--- src/sv/ctcm_pkg.sv ---
`timescale 1ns / 1ps
`default_nettype none

package ctcm_pkg;

    localparam int unsigned SCALE_W   = 32;
    localparam int unsigned PERIOD_W  = 32;
    localparam int unsigned COUNT_W   = 16;
    localparam int unsigned CAP_W     = 16;
    localparam int unsigned MODE_W    = 2;
    localparam int unsigned CFG_IDX_W = 2;
    localparam int unsigned CFG_DAT_W = 32;
    localparam int unsigned IN_DATA_W = 16;
    localparam int unsigned OUT_DATA_W = 88;
    localparam int unsigned DIV_CNT_W = $clog2(SCALE_W);

    localparam logic [SCALE_W-1:0] SCALE_RESET   = 32'd228800000;
    localparam logic [COUNT_W-1:0] TIMEOUT_RESET = 16'd4883;
    localparam logic [COUNT_W-1:0] DISCH_RESET   = 16'd160;

    localparam logic [CFG_IDX_W-1:0] CFG_SCALE   = 2'd0;
    localparam logic [CFG_IDX_W-1:0] CFG_TIMEOUT = 2'd1;
    localparam logic [CFG_IDX_W-1:0] CFG_DISCH   = 2'd2;

    localparam logic [MODE_W-1:0] MODE_UPDATE   = 2'd0;
    localparam logic [MODE_W-1:0] MODE_OVERFLOW = 2'd1;
    localparam logic [MODE_W-1:0] MODE_CAPTURE  = 2'd2;

    typedef enum logic [1:0] {
        PH_IDLE        = 2'd0,
        PH_CHARGING    = 2'd1,
        PH_DISCHARGING = 2'd2
    } phase_t;

    typedef enum logic [1:0] {
        VAL_KEEP  = 2'd0,
        VAL_TAKE  = 2'd1,
        VAL_CLAMP = 2'd2
    } val_kind_t;

    typedef enum logic [1:0] {
        S_IDLE  = 2'd0,
        S_DIV   = 2'd1,
        S_WRITE = 2'd2
    } ctrl_state_t;

    typedef struct packed {
        logic in_ready;
        logic load;
        logic div_step;
        logic write;
    } ctcm_cmd_t;

    typedef struct packed {
        logic need_div;
        logic div_last;
        logic out_free;
    } ctcm_status_t;

endpackage

`default_nettype wire

--- src/sv/ctcm_ctrl.sv ---
`timescale 1ns / 1ps
`default_nettype none

module ctcm_ctrl (
    input  wire logic                  clk,
    input  wire logic                  rst_n,
    input  wire logic                  in_valid,
    input  wire ctcm_pkg::ctcm_status_t status,
    output ctcm_pkg::ctcm_cmd_t        cmd
);

    ctcm_pkg::ctrl_state_t state_reg;
    ctcm_pkg::ctrl_state_t state_next;

    always_ff @(posedge clk or negedge rst_n)
    begin
        if (!rst_n)
        begin
            state_reg <= ctcm_pkg::S_IDLE;
        end
        else
        begin
            state_reg <= state_next;
        end
    end

    always_comb
    begin
        state_next = state_reg;
        unique case (state_reg)
            ctcm_pkg::S_IDLE:
            begin
                if (in_valid)
                begin
                    state_next = status.need_div ? ctcm_pkg::S_DIV : ctcm_pkg::S_WRITE;
                end
            end
            ctcm_pkg::S_DIV:
            begin
                if (status.div_last)
                begin
                    state_next = ctcm_pkg::S_WRITE;
                end
            end
            ctcm_pkg::S_WRITE:
            begin
                if (status.out_free)
                begin
                    state_next = ctcm_pkg::S_IDLE;
                end
            end
            default:
            begin
                state_next = ctcm_pkg::S_IDLE;
            end
        endcase
    end

    always_comb
    begin
        cmd = '0;
        unique case (state_reg)
            ctcm_pkg::S_IDLE:
            begin
                cmd.in_ready = 1'b1;
                cmd.load     = in_valid;
            end
            ctcm_pkg::S_DIV:
            begin
                cmd.div_step = 1'b1;
            end
            ctcm_pkg::S_WRITE:
            begin
                cmd.write = status.out_free;
            end
            default:
            begin
                cmd = '0;
            end
        endcase
    end

endmodule

`default_nettype wire

--- src/sv/ctcm_dpath.sv ---
`timescale 1ns / 1ps
`default_nettype none

module ctcm_dpath (
    input  wire logic                              clk,
    input  wire logic                              rst_n,
    input  wire ctcm_pkg::ctcm_cmd_t               cmd,
    output ctcm_pkg::ctcm_status_t                 status,
    input  wire logic [ctcm_pkg::MODE_W-1:0]       in_mode,
    input  wire logic [ctcm_pkg::CAP_W-1:0]        in_cap,
    input  wire logic                              cfg_we,
    input  wire logic [ctcm_pkg::CFG_IDX_W-1:0]    cfg_idx,
    input  wire logic [ctcm_pkg::CFG_DAT_W-1:0]    cfg_wdata,
    output logic                                   out_valid,
    input  wire logic                              out_ready,
    output logic [ctcm_pkg::OUT_DATA_W-1:0]        out_data
);

    localparam int unsigned SW = ctcm_pkg::SCALE_W;
    localparam int unsigned CW = ctcm_pkg::COUNT_W;
    localparam int unsigned PW = ctcm_pkg::PERIOD_W;

    // configuration
    logic [SW-1:0] scale_reg;
    logic [CW-1:0] timeout_reg;
    logic [CW-1:0] disch_reg;

    always_ff @(posedge clk or negedge rst_n)
    begin
        if (!rst_n)
        begin
            scale_reg   <= ctcm_pkg::SCALE_RESET;
            timeout_reg <= ctcm_pkg::TIMEOUT_RESET;
            disch_reg   <= ctcm_pkg::DISCH_RESET;
        end
        else if (cfg_we)
        begin
            unique case (cfg_idx)
                ctcm_pkg::CFG_SCALE:   scale_reg   <= cfg_wdata;
                ctcm_pkg::CFG_TIMEOUT: timeout_reg <= cfg_wdata[CW-1:0];
                ctcm_pkg::CFG_DISCH:   disch_reg   <= cfg_wdata[CW-1:0];
                default:               ;
            endcase
        end
    end

    // meter state
    ctcm_pkg::phase_t phase_reg;
    logic [CW-1:0]    count_reg;
    logic [PW-1:0]    period_reg;
    logic [SW-1:0]    value_reg;

    // per-item results held until the result is written out
    ctcm_pkg::val_kind_t kind_reg;
    logic [CW-1:0]       preload_reg;
    logic                load_tmr_reg;
    logic                tout_reg;

    // event decode
    ctcm_pkg::phase_t    phase_next;
    logic [CW-1:0]       count_next;
    logic [PW-1:0]       period_next;
    logic [PW-1:0]       divisor;
    ctcm_pkg::val_kind_t kind_next;
    logic [CW-1:0]       preload_next;
    logic                load_tmr_next;
    logic                tout_next;
    logic                to_disch;
    logic [CW:0]         count_inc;

    always_comb
    begin
        phase_next    = phase_reg;
        count_next    = count_reg;
        period_next   = period_reg;
        divisor       = period_reg;
        kind_next     = ctcm_pkg::VAL_KEEP;
        preload_next  = '0;
        load_tmr_next = 1'b0;
        tout_next     = 1'b0;
        to_disch      = 1'b0;
        count_inc     = {1'b0, count_reg} + {{CW{1'b0}}, 1'b1};
        unique case (in_mode)
            ctcm_pkg::MODE_UPDATE:
            begin
                if (phase_reg == ctcm_pkg::PH_IDLE)
                begin
                    phase_next    = ctcm_pkg::PH_CHARGING;
                    count_next    = '0;
                    load_tmr_next = 1'b1;
                end
            end
            ctcm_pkg::MODE_OVERFLOW:
            begin
                if (phase_reg == ctcm_pkg::PH_DISCHARGING)
                begin
                    phase_next = ctcm_pkg::PH_IDLE;
                end
                else if (phase_reg == ctcm_pkg::PH_CHARGING)
                begin
                    count_next = count_inc[CW-1:0];
                    if (count_inc >= {1'b0, timeout_reg})
                    begin
                        period_next = {count_inc[CW-1:0], {(PW-CW){1'b0}}};
                        divisor     = period_next;
                        kind_next   = ctcm_pkg::VAL_TAKE;
                        tout_next   = 1'b1;
                        to_disch    = 1'b1;
                    end
                    else
                    begin
                        // early upper bound from the overflow count alone
                        divisor   = {count_inc[CW-1:0], {(PW-CW){1'b0}}};
                        kind_next = ctcm_pkg::VAL_CLAMP;
                    end
                end
            end
            ctcm_pkg::MODE_CAPTURE:
            begin
                if (phase_reg == ctcm_pkg::PH_CHARGING)
                begin
                    period_next = {count_reg, in_cap};
                    divisor     = period_next;
                    kind_next   = ctcm_pkg::VAL_TAKE;
                    to_disch    = 1'b1;
                end
            end
            default:
            begin
                kind_next = ctcm_pkg::VAL_KEEP;
            end
        endcase
        if (to_disch)
        begin
            phase_next    = ctcm_pkg::PH_DISCHARGING;
            preload_next  = '0 - disch_reg;
            load_tmr_next = 1'b1;
        end
    end

    always_ff @(posedge clk or negedge rst_n)
    begin
        if (!rst_n)
        begin
            phase_reg  <= ctcm_pkg::PH_DISCHARGING;
            count_reg  <= '0;
            period_reg <= '0;
        end
        else if (cmd.load)
        begin
            phase_reg  <= phase_next;
            count_reg  <= count_next;
            period_reg <= period_next;
        end
    end

    always_ff @(posedge clk)
    begin
        if (cmd.load)
        begin
            kind_reg     <= kind_next;
            preload_reg  <= preload_next;
            load_tmr_reg <= load_tmr_next;
            tout_reg     <= tout_next;
        end
    end

    // restoring divider, one quotient bit per cycle; a zero divisor gives all ones
    logic [SW-1:0]                  rem_reg;
    logic [SW-1:0]                  quo_reg;
    logic [PW-1:0]                  dvs_reg;
    logic [ctcm_pkg::DIV_CNT_W-1:0] div_cnt_reg;
    logic [SW:0]                    trial;
    logic                           fits;

    always_comb
    begin
        trial = {rem_reg, quo_reg[SW-1]};
        fits  = trial >= {1'b0, dvs_reg};
    end

    always_ff @(posedge clk or negedge rst_n)
    begin
        if (!rst_n)
        begin
            div_cnt_reg <= '0;
        end
        else if (cmd.load)
        begin
            div_cnt_reg <= '0;
        end
        else if (cmd.div_step)
        begin
            div_cnt_reg <= div_cnt_reg + 1'b1;
        end
    end

    always_ff @(posedge clk)
    begin
        if (cmd.load)
        begin
            rem_reg <= '0;
            quo_reg <= scale_reg;
            dvs_reg <= divisor;
        end
        else if (cmd.div_step)
        begin
            rem_reg <= fits ? SW'(trial - {1'b0, dvs_reg}) : trial[SW-1:0];
            quo_reg <= {quo_reg[SW-2:0], fits};
        end
    end

    // value update and output register
    logic [SW-1:0]             value_next;
    logic                      out_valid_reg;
    logic                      out_valid_next;
    logic [ctcm_pkg::OUT_DATA_W-1:0] out_data_reg;
    logic [ctcm_pkg::OUT_DATA_W-1:0] out_data_next;
    logic                      charging;

    always_comb
    begin
        unique case (kind_reg)
            ctcm_pkg::VAL_TAKE:  value_next = quo_reg;
            ctcm_pkg::VAL_CLAMP: value_next = (value_reg > quo_reg) ? quo_reg : value_reg;
            default:             value_next = value_reg;
        endcase
        charging      = phase_reg == ctcm_pkg::PH_CHARGING;
        out_data_next = {1'b0, tout_reg, charging, phase_reg != ctcm_pkg::PH_IDLE,
                         load_tmr_reg, preload_reg, charging, phase_reg,
                         period_reg, value_next};
        out_valid_next = out_valid_reg;
        if (cmd.write)
        begin
            out_valid_next = 1'b1;
        end
        else if (out_ready)
        begin
            out_valid_next = 1'b0;
        end
    end

    always_ff @(posedge clk or negedge rst_n)
    begin
        if (!rst_n)
        begin
            value_reg     <= '0;
            out_valid_reg <= 1'b0;
        end
        else
        begin
            out_valid_reg <= out_valid_next;
            if (cmd.write)
            begin
                value_reg <= value_next;
            end
        end
    end

    always_ff @(posedge clk)
    begin
        if (cmd.write)
        begin
            out_data_reg <= out_data_next;
        end
    end

    always_comb
    begin
        status.need_div = kind_next != ctcm_pkg::VAL_KEEP;
        status.div_last = div_cnt_reg == ctcm_pkg::DIV_CNT_W'(SW - 1);
        status.out_free = !out_valid_reg || out_ready;
    end

    assign out_valid = out_valid_reg;
    assign out_data  = out_data_reg;

`ifndef SYNTH
    a_write_needs_slot: assert property (@(posedge clk) disable iff (!rst_n)
        cmd.write |-> (!out_valid_reg || out_ready))
        else $error("result written over an untaken item");
    a_write_shows: assert property (@(posedge clk) disable iff (!rst_n)
        cmd.write |=> out_valid_reg)
        else $error("written result not presented");
    a_load_restarts_div: assert property (@(posedge clk) disable iff (!rst_n)
        cmd.load |=> (div_cnt_reg == '0))
        else $error("divider not restarted on a new item");
    a_no_load_while_div: assert property (@(posedge clk) disable iff (!rst_n)
        cmd.div_step |-> !cmd.load && !cmd.write)
        else $error("item taken or written during division");
`endif

endmodule

`default_nettype wire

--- src/sv/charge_time_current_meter_top.sv ---
// charge-time current meter sequencer
// input channel s_*: one item per event; tuser carries the event kind (update,
// timer overflow, comparator capture), tdata the captured low timer bits.
// output channel m_*: one result item per input item with the measured value,
// last period, phase and the electrode and timer controls for that phase.
// config channel cfg_*: always ready; index 0 scale, 1 timeout overflows,
// 2 discharge ticks; other indexes are dropped. write only while idle.
// an item that ends a charge period or raises the overflow count while
// charging runs a restoring divider, one quotient bit per cycle, before its
// result goes to the output register; other events go there directly. a
// new item is taken only once the last result has been written there.
// the output register holds a result while m_tready is low; the block works
// on the next item meanwhile and waits only when it has a second result ready.
// reset loads the default configuration, enters the discharging phase and
// clears the overflow count, the value and the period.
`timescale 1ns / 1ps
`default_nettype none

module charge_time_current_meter_top (
    input  wire logic                               clk,
    input  wire logic                               rst_n,
    input  wire logic                               s_tvalid,
    output logic                                    s_tready,
    // capture_count
    input  wire logic [ctcm_pkg::IN_DATA_W-1:0]     s_tdata,
    // mode
    input  wire logic [ctcm_pkg::MODE_W-1:0]        s_tuser,
    output logic                                    m_tvalid,
    input  wire logic                               m_tready,
    // current_value, last_period, phase, drive_charge, timer_preload,
    // load_timer, timer_run, capture_enable, timed_out, zero pad
    output logic [ctcm_pkg::OUT_DATA_W-1:0]         m_tdata,
    input  wire logic                               cfg_valid,
    output logic                                    cfg_ready,
    input  wire logic [ctcm_pkg::CFG_IDX_W-1:0]     cfg_index,
    input  wire logic [ctcm_pkg::CFG_DAT_W-1:0]     cfg_data
);

    ctcm_pkg::ctcm_cmd_t    cmd;
    ctcm_pkg::ctcm_status_t status;

    assign cfg_ready = 1'b1;
    assign s_tready  = cmd.in_ready;

    ctcm_ctrl u_ctrl (
        .clk      (clk),
        .rst_n    (rst_n),
        .in_valid (s_tvalid),
        .status   (status),
        .cmd      (cmd)
    );

    ctcm_dpath u_dpath (
        .clk       (clk),
        .rst_n     (rst_n),
        .cmd       (cmd),
        .status    (status),
        .in_mode   (s_tuser),
        .in_cap    (s_tdata),
        .cfg_we    (cfg_valid),
        .cfg_idx   (cfg_index),
        .cfg_wdata (cfg_data),
        .out_valid (m_tvalid),
        .out_ready (m_tready),
        .out_data  (m_tdata)
    );

endmodule

`default_nettype wire

--- config.mk ---
export PLATFORM = sky130hd
export DESIGN_NAME = charge_time_current_meter_top
export DESIGN_NICKNAME = d
export VERILOG_FILES = /design/src/sv/ctcm_pkg.sv /design/src/sv/ctcm_ctrl.sv /design/src/sv/ctcm_dpath.sv /design/src/sv/charge_time_current_meter_top.sv
export SDC_FILE = /design/constraint.sdc
export NUM_CORES = 1
export LEC_CHECK = 0
export BUFFER_PORTS_ARGS = -buffer_cell sky130_fd_sc_hd__buf_2
export CAP_MARGIN = 10
export CORE_AREA = 2 2 246 248
export DETAILED_ROUTE_END_ITERATION = 12
export DIE_AREA = 0 0 248 250
export PLACE_DENSITY = 0.55
export SYNTH_ARGS = -nofsm -noshare
export SYNTH_HDL_FRONTEND = slang
export SYNTH_SLANG_ARGS = --single-unit
--- constraint.sdc ---
create_clock -name clk -period 4.2 [get_ports clk]
set_input_delay 0.84 -clock clk [delete_from_list [all_inputs] [get_ports clk]]
set_output_delay 0.84 -clock clk [all_outputs]
set_load 0.01 [all_outputs]
==> reports/results.tsv, run 1 <==
stage	metric	value	unit
clock_network	worst skew pair latency	570	ps
die	FP Rows	90	
synth	number of flops mapped to enable cells by yosys	170	
global_route	GRT busiest layer	met2	
timing	Setup TNS Final	0	ps
synth	multiplexer share of the synthesized area	0.0443	
global_route	largest net degree at the start of global routing	89	
power_and_ir_drop	LEAKAGE	8.78	nW
global_route	routing usage on met3	0.0251	
critical_path	Crit Path Category	flop to flop	
detailed_routing	DRT Wirelength	46.4	mm
die	die area	62000	um2
timing	worst-margin pin slew	1010	ps
power_and_ir_drop	worst vdd ir	0.000269	V
synth	register area share after synthesis	0.546	
status	outcome	complete, no violations	
finish	layout cells sized above 1	0.193	
global_route	aggregate global routing overflow	0	
clock_network	CTS tree	built	
die	Die H	250	um
critical_path	endpoint class of the critical path	flop	
synth	cell area after synthesis	17600	um2
timing	max_slew headroom	0.324	
detailed_routing	via count	12900	
die	Core Region	59600	um2
critical_path	Crit path largest cell delay	490	ps
clock_network	Clock Path Buffers	3	
placed_design	HPWL after DPL	32.6	mm
detailed_routing	wire length per cell	18.1	um
finish	Multi-input gate area	7210	um2
synth	Async S/R FF share, synth	0.433	
placed_design	Port Buf Inserts	145	
timing	clock period minus worst slack	3970	ps
die	die width	248	um
synth	Mean Syn Cell Area	10.9	um2
min_path	min-delay worst type	input pin to asynchronous set/reset pin	
synth	post-synthesis adder-cell area fraction	0.0643	
detailed_routing	remaining antenna violation count	0	
synth	yosys warns	0	
detailed_routing	Initial DRC Count	823	
timing	final setup violation count	0	
finish	Reg area	9620	um2
clock_network	Num CTS Buffers	38	
global_route	met1 usage	0.201	
critical_path	CP max FO	7	
die	IO Count	148	
detailed_routing	# DRC	0	
clock_network	Reg clk slew, reported paths	70	ps
clock_network	H-tree Lvls	2	
synth	largest family of logic cells by synthesized area	compound AO/OA/AOI/OAI gates	
finish	most common cell after layout, fill and taps aside	edfxtp_1	
critical_path	Req. time, crit path	4670	ps
critical_path	slowest CP cell	a2111oi_2	
synth	Mapped Nets	1767	
finish	max reg flops	86	
critical_path	crit-path cells	nand4_1 > or2_1 > nor2_1 > and2_1 > nand3_1 > xor2_1 > inv_1 > ha_1 > nand3_1 > a2111oi_2 > a21oi_2 > nand2b_1 > or3_1 > o311ai_1	
detailed_routing	vias per cell	5.01	
global_route	Tot GR Track Use	0.149	
timing	Hold WS	350	ps
critical_path	Arr. time, crit path	4430	ps
clock_network	cell chosen for the clock root	clkbuf_16	
critical_path	cell mode on critical path	nand3_1	
global_route	vias in the first global route	12700	
timing	final hold violation count	0	
synth	post-synthesis xor/xnor area fraction	0.0268	
synth	post-synthesis register bit count	356	
timing	Max Clock Skew	25.2	ps
timing	fin. max-slew vios	0	
clock_network	Clock Sinks	356	
timing	Peak Freq	0.252	GHz
synth	Synth Flop Type	edfxtp_1	
finish	# fillers	5850	
finish	Area Growth Syn to Fin	16.7	%
global_route	first-pass GRT wire length	72.1	mm
global_route	grt met2 use	0.241	
job	total of max-cap violations	0	
finish	Total Nets Final	1903	
synth	synth unique cells	73	
placed_design	routability congestion estimate	0.884	
critical_path	crit start category	flop	
synth	Synth Area in Compound Gates	0.173	
detailed_routing	1st-pass router iterations	5	
finish	most frequent cells in the layout	170 x edfxtp_1, 144 x buf_2, 141 x nand2_1	
global_route	initial antenna violation count	3	
timing	final cycle utilization of the critical path	0.944	
synth	Mapped Cells	1620	
die	Initial Util	0.296	
power_and_ir_drop	Power Dens Cells	647	nW/um2
synth	post-synthesis simple-gate area fraction	0.0980	
==> metrics by stage <==
| step | setup slack (ps) | instance area, um2 | power [mW] | utilization | cells |
|---|---|---|---|---|---|
| 3_3_place_gp | -10.6 | 19300 | 10.0 | 0.324 | 2496 |
| 2_1_floorplan | 431 | 17600 | 8.43 | - | 1620 |
| 5_1_grt | -0.104 | 20600 | 14.2 | 0.346 | 2569 |
| 6_report | 234 | 20600 | 13.3 | 0.346 | 2569 |
| 3_5_place_dp | -153 | 19300 | 10.1 | 0.324 | 2496 |
| 4_1_cts | 107 | 20600 | 13.5 | 0.345 | 2568 |
==> cells by family (layout without fill, tap and decap cells) <==
family	Yosys count	after routing
flops	356	356
mux	70	70
compound gates	459	459
fa+ha+maj	90	90
other cells	2	3
buf+inv	210	376
simple gates	379	379
xor+xnor	54	54
==> cell usage after synthesis (all sizes together) (19+ instances only) <==
master / number / area (um2)
o21ai: 158 / 795
buf: 23 / 141
inv: 122 / 458
mux2: 65 / 732
ha: 89 / 1110
xnor2: 19 / 166
edfxtp: 170 / 5100
xor2: 35 / 307
clkbuf: 65 / 245
a22o: 87 / 762
dfrtp: 134 / 3350
dfxtp: 32 / 641
dfstp: 20 / 526
a21o: 40 / 300
a21oi: 78 / 398
nor3: 25 / 125
nand3: 46 / 230
nor2: 88 / 333
nand2: 141 / 529
==> layout make-up <==
| cell class | count | area share |
|---|---|---|
| Timing Repair Buffer | 184 | 0.0528 |
| Tap cell | 782 | 0.0475 |
| Antenna cell | 1 | 0.000122 |
| Clock buffer | 52 | 0.0497 |
| Clock inverter | 18 | 0.00966 |
| Inverter | 122 | 0.0225 |
| Multi-Input combinational cell | 1054 | 0.350 |
| Sequential cell | 356 | 0.467 |
==> worst paths after layout <==
check / startpoint / to / slack [ps] / depth (start not counted)
min in group clk: u_dpath.preload_reg[6] / u_dpath.out_data[73] / 420 / 0
worst max register to register: u_dpath.count_reg[4] / u_dpath.period_reg[27] / 230 / 14
worst min register to register: u_dpath.preload_reg[6] / u_dpath.out_data[73] / 420 / 0
max in group asynchronous: rst_n / u_dpath.scale_reg[10] / 2840 / 2
worst min-delay path: rst_n / u_dpath.value_reg[25] / 350 / 1
worst max-delay path: u_dpath.count_reg[4] / u_dpath.period_reg[27] / 230 / 14
==> where the power goes <==
group	total, mW	internal (mW)	switching, mW
clock network	3.30	1.86	1.44
logic	4.20	1.56	2.64
registers	5.81	5.11	0.701
==> routing by layer <==
metal / part of all wire / routed length (um)
met5: 0.00058 / 27
met4: 0.029 / 1360
met3: 0.057 / 2650
met2: 0.47 / 22000
met1: 0.44 / 20400
==> repair_timing <==
item                                    CTS  global route
hold buffers                              0             0
pin swaps                                 1             0
cloned                                    0             0
gates resized for setup                   1             2
buffers inserted                          2             0
endpoints found under the setup margin   32            32
==> critical path: cells and delay by family, from the launching register on <==
| family | cells | cell delay [ps] |
|---|---|---|
| buffers and inverters | 1 | 80 |
| xor gates and xnor gates | 1 | 220 |
| AOI/OAI and AO/OA | 3 | 920 |
| adders and majority gates | 1 | 300 |
| and+or+nand+nor | 8 | 1870 |
| DFF | 1 | 480 |
Note: power is estimated with default switching activity, not from simulation.
==> run 2: changes to the inputs <==
- CORE_AREA: 2 2 246 248 -> 2 2 259 236
- DIE_AREA: 0 0 248 250 -> 0 0 261 238
- SLEW_MARGIN: not set -> 0
==> run 2 against run 1 <==
- first-iteration DRC count up 12%
- critical path type unchanged
- routed wire length up 1.5%
- via count down 0.43%
- global-route usage up 0.17 points
- highest routed layer unchanged
- sequential power about the same
- sequential share of layout area down 0.45 points
- combinational power about the same
- clock-buffer cell count down 2
- design area up 0.97%
- largest cell class unchanged
==> reports/results.tsv, run 2 (synthesis gave the netlist of run 1 again) <==
stage	metric	value	unit	change
power_and_ir_drop	internal cell power	9.00	mW	was 8.53 mW
die	FP Rows	85		was 90
clock_network	Clock Path Buffers	3		unchanged
placed_design	Port Buf Inserts	145		unchanged
finish	most common cell after layout, fill and taps aside	edfxtp_1		unchanged
critical_path	cell mode on critical path	nand4_1		was nand3_1
finish	max reg flops	86		unchanged
global_route	first-pass GRT wire length	73.1	mm	was 72.1 mm
power_and_ir_drop	Sequential Power Share	0.419		was 0.436
critical_path	endpoint class of the critical path	flop		unchanged
job	total of max-cap violations	0		unchanged
critical_path	crit-path cells	nand4_1 > or2_1 > nor2_1 > buf_4 > nand3_1 > xnor2_1 > ha_1 > nand4_1 > a2111oi_2 > a21oi_1 > nand2b_1 > or3_1 > o311ai_1		was nand4_1 > or2_1 > nor2_1 > and2_1 > nand3_1 > xor2_1 > inv_1 > ha_1 > nand3_1 > a2111oi_2 > a21oi_2 > nand2b_1 > or3_1 > o311ai_1
clock_network	H-tree Lvls	2		unchanged
finish	Area Growth Syn to Fin	17.8	%	was 16.7%
die	Die H	238	um	was 250 um
detailed_routing	remaining antenna violation count	0		unchanged
detailed_routing	vias per cell	4.98		was 5.01
clock_network	cell chosen for the clock root	clkbuf_16		unchanged
placed_design	HPWL after DPL	33.0	mm	was 32.6 mm
timing	Peak Freq	0.256	GHz	was 0.252 GHz
power_and_ir_drop	total power	13.9	mW	was 13.3 mW
timing	final setup violation count	0		unchanged
clock_network	Reg clk slew, reported paths	60	ps	was 70 ps
power_and_ir_drop	switching share of power	0.352		was 0.359
power_and_ir_drop	LEAKAGE	8.89	nW	was 8.78 nW
status	outcome	complete, no violations		unchanged
timing	final cycle utilization of the critical path	0.931		was 0.944
critical_path	Crit path largest cell delay	470	ps	was 490 ps
global_route	aggregate global routing overflow	0		unchanged
critical_path	crit start category	flop		unchanged
timing	final hold violation count	0		unchanged
finish	most frequent cells in the layout	170 x edfxtp_1, 144 x buf_2, 141 x nand2_1		unchanged
die	Core Region	59300	um2	was 59,600 um2
die	Initial Util	0.297		was 0.296
power_and_ir_drop	Clock Power Share	0.277		was 0.248
finish	Total Nets Final	1904		was 1,903
power_and_ir_drop	Psw	4.89	mW	was 4.79 mW
die	die area	62100	um2	was 62,000 um2
critical_path	Req. time, crit path	4660	ps	was 4670 ps
clock_network	Clock Sinks	356		unchanged
power_and_ir_drop	Power Dens Cells	668	nW/um2	was 647 nW/um2
global_route	largest net degree at the start of global routing	65		was 89
detailed_routing	DRT Wirelength	47.1	mm	was 46.4 mm
critical_path	slowest CP cell	dfrtp_1		was a2111oi_2
placed_design	routability congestion estimate	0.836		was 0.884
timing	max_slew headroom	0.391		was 0.324
global_route	vias in the first global route	12600		was 12,700
die	die width	261	um	was 248 um
die	IO Count	148		unchanged
detailed_routing	1st-pass router iterations	5		unchanged
power_and_ir_drop	Combinational Power Share	0.304		was 0.316
min_path	min-delay worst type	input pin to asynchronous set/reset pin		unchanged
global_route	Tot GR Track Use	0.151		was 0.149
clock_network	Num CTS Buffers	41		was 38
placed_design	Placed Area	19300	um2	about the same
timing	fin. max-slew vios	0		unchanged
critical_path	Arr. time, crit path	4370	ps	was 4430 ps
detailed_routing	Initial DRC Count	921		was 823
finish	layout cells sized above 1	0.198		was 0.193
detailed_routing	wire length per cell	18.3	um	was 18.1 um
global_route	initial antenna violation count	1		was 3
detailed_routing	# DRC	0		unchanged
clock_network	worst skew pair latency	570	ps	about the same
power_and_ir_drop	worst vdd ir	0.000277	V	was 0.000269 V
critical_path	Crit Path Category	flop to flop		unchanged
timing	clock period minus worst slack	3910	ps	was 3970 ps
timing	Setup TNS Final	0	ps	unchanged
critical_path	CP max FO	7		unchanged
detailed_routing	via count	12800		was 12,900
timing	RSZ-0062 raised after global routing	false		
timing	Max Clock Skew	38.6	ps	was 25.2 ps
finish	post-route cell area	20800	um2	was 20,600 um2
clock_network	CTS tree	built		unchanged
timing	worst-margin pin slew	913	ps	was 1010 ps
==> run 2: cell types whose count changed in the layout (fill, tap and decap cells not counted), sizes merged <==
cell and change:
buf -2, bufinv +5, clkinvlp +1, clkbuf -2, inv -1, clkinv +3
==> run 2: final cells by class <==
| cell class | instances | area [um2] |
|---|---|---|
| multi-input cells | 1054 | 7210 |
| repair buffers | 182 | 1030 |
| flip-flops and latches | 356 | 9620 |
| fillers | 5918 | 38600 |
| clock buffers | 50 | 1120 |
| diodes | 1 | 2.50 |
| well taps | 783 | 980 |
| inverters | 122 | 463 |
| clock inverters | 26 | 347 |
==> run 2: per-layer routing <==
metal | part of all wire | global-route usage | vias to the layer above
li1 | - | - | 6123
met1 | 0.46 | 0.208 | 6304
met2 | 0.46 | 0.236 | 308
met3 | 0.053 | 0.0293 | 82
met4 | 0.030 | 0.0511 | 2
met5 | 0.00028 | 0 | -
==> run 2: critical path: cells and delay by family, from the launching register on <==
family                   cells  cell delay (ps)
buffers and inverters        1              170
adder cells (fa/ha/maj)      1              330
XOR/XNOR                     1              220
AO/OA/AOI/OAI                3             1030
AND/OR/NAND/NOR              7             1570
flip-flops                   1              470
==> run 2: final timing paths <==
path,startpoint,endpoint,slack [ps],cells after the start
min,rst_n,u_dpath.value_reg[24],250,1
min reg2reg,u_dpath.preload_reg[14],u_dpath.out_data[81],420,0
max,u_dpath.count_reg[4],u_dpath.period_reg[27],290,13
max reg2reg,u_dpath.count_reg[4],u_dpath.period_reg[27],290,13
min in group clk,u_dpath.preload_reg[14],u_dpath.out_data[81],420,0
max in group asynchronous,rst_n,u_dpath.timeout_reg[0],3060,2
==> run 2: repair_timing <==
item                                    CTS  global route
endpoints found under the setup margin    3            48
resized for setup                         0             3
hold buffers                              0             0
buffers inserted                          0             1
gates cloned                              0             0
pin swaps                                 0             1
==> run 2: power groups by stage <==
| stage | sequential [mW] | combinational (mW) | clock (mW) |
|---|---|---|---|
| 3_5_place_dp | 5.89 | 4.22 | 0 |
| 4_1_cts | 5.84 | 4.26 | 3.94 |
| 5_1_grt | 5.95 | 4.72 | 4.08 |
| 3_3_place_gp | 5.87 | 4.18 | 0 |
| 6_report | 5.82 | 4.21 | 3.85 |
| 2_1_floorplan | 5.80 | 2.62 | 0 |
==> run 2: through the flow <==
step / hold slack (ps) / instances / worst slack, ps / utilization
4_1_cts: 240 / 2572 / -46.7 / 0.350
3_3_place_gp: 408 / 2496 / 56.9 / 0.325
6_report: 250 / 2574 / 292 / 0.350
5_1_grt: 274 / 2573 / 5.89 / 0.350
3_5_place_dp: 411 / 2496 / -30.3 / 0.325
2_1_floorplan: 400 / 1620 / 431 / -
==> run 3: changes to the inputs <==
- CTS_BUF_LIST: not set -> sky130_fd_sc_hd__clkbuf_4
==> run 3 against run 2 <==
- non-clock buffer count up 1
- worst hold slack better by 4.4 ps
- die area unchanged
- cell count up 4.1%
- fmax up 0.71%
- clock skew up 35 ps
- register-to-register slack better by 30 ps
- utilization down 0.35 points
- critical path depth unchanged
- clock power down 19%
- largest power group unchanged
==> reports/results.tsv, run 3 (synthesis gave the netlist of run 1 again) <==
stage	metric	value	unit	change
global_route	Tot GR Track Use	0.153		was 0.151
critical_path	reg2reg path depth	13		unchanged
detailed_routing	Initial DRC Count	957		was 921
die	Initial Util	0.297		unchanged
die	Core Region	59300	um2	unchanged
power_and_ir_drop	Power Dens Cells	639	nW/um2	was 668 nW/um2
die	FP Rows	85		unchanged
finish	Total Nets Final	1960		was 1,904
die	die width	261	um	unchanged
timing	Hold WS	254	ps	was 250 ps
placed_design	routability congestion estimate	0.836		unchanged
critical_path	endpoint class of the critical path	flop		unchanged
detailed_routing	wire length per cell	17.8	um	was 18.3 um
finish	most common cell after layout, fill and taps aside	edfxtp_1		unchanged
detailed_routing	vias per cell	4.94		was 4.98
job	total of max-cap violations	0		unchanged
min_path	Cells on Worst Hold Path	2		
timing	final hold violation count	0		unchanged
finish	# fillers	5986		was 5,918
detailed_routing	via count	13200		was 12,800
min_path	Hold EP	u_dpath.scale_reg[20]		
min_path	min-delay worst type	input pin to flop		was input pin to asynchronous set/reset pin
die	IO Count	148		unchanged
timing	Peak Freq	0.258	GHz	was 0.256 GHz
timing	fin. max-slew vios	0		unchanged
clock_network	Reg clk slew, reported paths	80	ps	was 60 ps
detailed_routing	remaining antenna violation count	0		unchanged
timing	worst-margin pin slew	899	ps	was 913 ps
power_and_ir_drop	worst vdd ir	0.000246	V	was 0.000277 V
detailed_routing	DRT Wirelength	47.6	mm	was 47.1 mm
clock_network	Clock Sinks	356		unchanged
detailed_routing	1st-pass router iterations	6		was 5
min_path	HP Start	cfg_data[20]		
detailed_routing	# DRC	0		unchanged
die	Die H	238	um	unchanged
critical_path	Arr. time, crit path	4560	ps	was 4370 ps
critical_path	reg2reg setup slack	320	ps	was 290 ps
global_route	first-pass GRT wire length	74.2	mm	was 73.1 mm
global_route	largest net degree at the start of global routing	65		unchanged
global_route	initial antenna violation count	2		was 1
finish	layout cells sized above 1	0.230		was 0.198
clock_network	Clock Path Buffers	3		unchanged
placed_design	Place WS	-30.3	ps	unchanged
critical_path	CP max FO	7		unchanged
global_route	vias in the first global route	13100		was 12,600
finish	Area Growth Syn to Fin	16.7	%	was 17.8%
timing	Worst Slack Setup Final	319	ps	was 292 ps
finish	most frequent cells in the layout	170 x edfxtp_1, 144 x buf_2, 141 x nand2_1		unchanged
timing	clock period minus worst slack	3880	ps	was 3910 ps
status	outcome	complete, no violations		unchanged
finish	max reg flops	86		unchanged
timing	final cycle utilization of the critical path	0.924		was 0.931
clock_network	CTS tree	built		unchanged
clock_network	Num CTS Buffers	96		was 41
timing	max_slew headroom	0.401		was 0.391
finish	Final Util	0.347		was 0.350
clock_network	worst skew pair latency	830	ps	was 570 ps
die	die area	62100	um2	unchanged
critical_path	crit start category	flop		unchanged
global_route	aggregate global routing overflow	0		unchanged
placed_design	HPWL after DPL	33.0	mm	unchanged
critical_path	Crit Path Category	flop to flop		unchanged
critical_path	worst r2r src	u_dpath.count_reg[4]		unchanged
placed_design	Port Buf Inserts	145		unchanged
timing	Max Clock Skew	73.9	ps	was 38.6 ps
placed_design	Placed Area	19300	um2	unchanged
clock_network	cell chosen for the clock root	clkbuf_4		was clkbuf_16
critical_path	R2R Path End	u_dpath.period_reg[27]		unchanged
clock_network	H-tree Lvls	3		was 2
timing	final setup violation count	0		unchanged
finish	post-route cell area	20600	um2	was 20,800 um2
power_and_ir_drop	LEAKAGE	8.91	nW	was 8.89 nW
critical_path	Req. time, crit path	4880	ps	was 4660 ps
[run 3: changes by cell type in the layout (fill, tap and decap cells not counted), sizes merged]
cell and change:
inv +2, clkinv +28, clkbuf +81, dlygate4sd3 +1, clkinvlp -2, bufinv -5
[run 3: area by class of cell]
cell class                      instances  area [um2]  area share
Sequential cell                       356        9620       0.468
Multi-Input combinational cell       1054        7210       0.351
Timing Repair Buffer                  183        1040      0.0508
Clock buffer                          131         983      0.0478
Tap cell                              783         980      0.0476
Inverter                              122         463      0.0225
Clock inverter                         49         267      0.0130
Antenna cell                            1        2.50    0.000122
[run 3: worst max-delay path by stage]
| stage | slack (ps) | to | cells after the start | startpoint |
|---|---|---|---|---|
| after floorplan | 430 | u_dpath.period_reg[16] | 17 | u_dpath.count_reg[4] |
| after global placement | 60 | u_dpath.preload_reg[1] | 14 | u_dpath.count_reg[1] |
| after detailed placement | -30 | u_dpath.preload_reg[1] | 13 | u_dpath.count_reg[4] |
| after CTS | -0.4 | u_dpath.preload_reg[1] | 14 | u_dpath.count_reg[1] |
| after global routing | -20 | u_dpath.period_reg[27] | 13 | u_dpath.count_reg[1] |
| final | 320 | u_dpath.period_reg[27] | 13 | u_dpath.count_reg[4] |
[run 3: power by group]
group          internal [mW]  switching [mW]  total, mW
sequential              5.11           0.709       5.82
clock                   1.59            1.53       3.12
combinational           1.54            2.68       4.21
total                   8.24            4.91       13.2
[run 3: worst max-delay path, cell delays in order, from the launching register on]
cell	delay, ps
dfrtp_1	470
nand4_1	140
or2_1	270
nor2_1	160
buf_4	170
nand3_1	190
xnor2_1	220
ha_1	320
nand4_1	130
a2111oi_2	450
a21oi_1	280
nand2b_1	240
or3_1	440
o311ai_1	290
[run 3: timing repair]
item                                    CTS  global route
endpoints found under the setup margin    1            47
buffers inserted                          0             1
hold buffers                              1             0
hold endpoints to repair                 47             0
pin swaps                                 0             1
gates resized for setup                   0             3
[run 3: routing by layer]
metal	GRT usage	part of all wire	vias to the layer above	routed length [um]
met4	0.0670	0.031	2	1470
li1	-	-	6323	-
met1	0.205	0.45	6401	21300
met2	0.237	0.46	408	21900
met5	0	0.00027	-	13
met3	0.0337	0.062	93	2950
[run 3: stage by stage]
step                total power [mW]  setup TNS, ps  instances
floorplan                       8.43              0       1620
global placement                10.0              0       2496
detailed placement              10.1          -55.2       2496
CTS                             13.3         -0.400       2677
global route                    14.1          -28.4       2679
finish                          13.2              0       2679
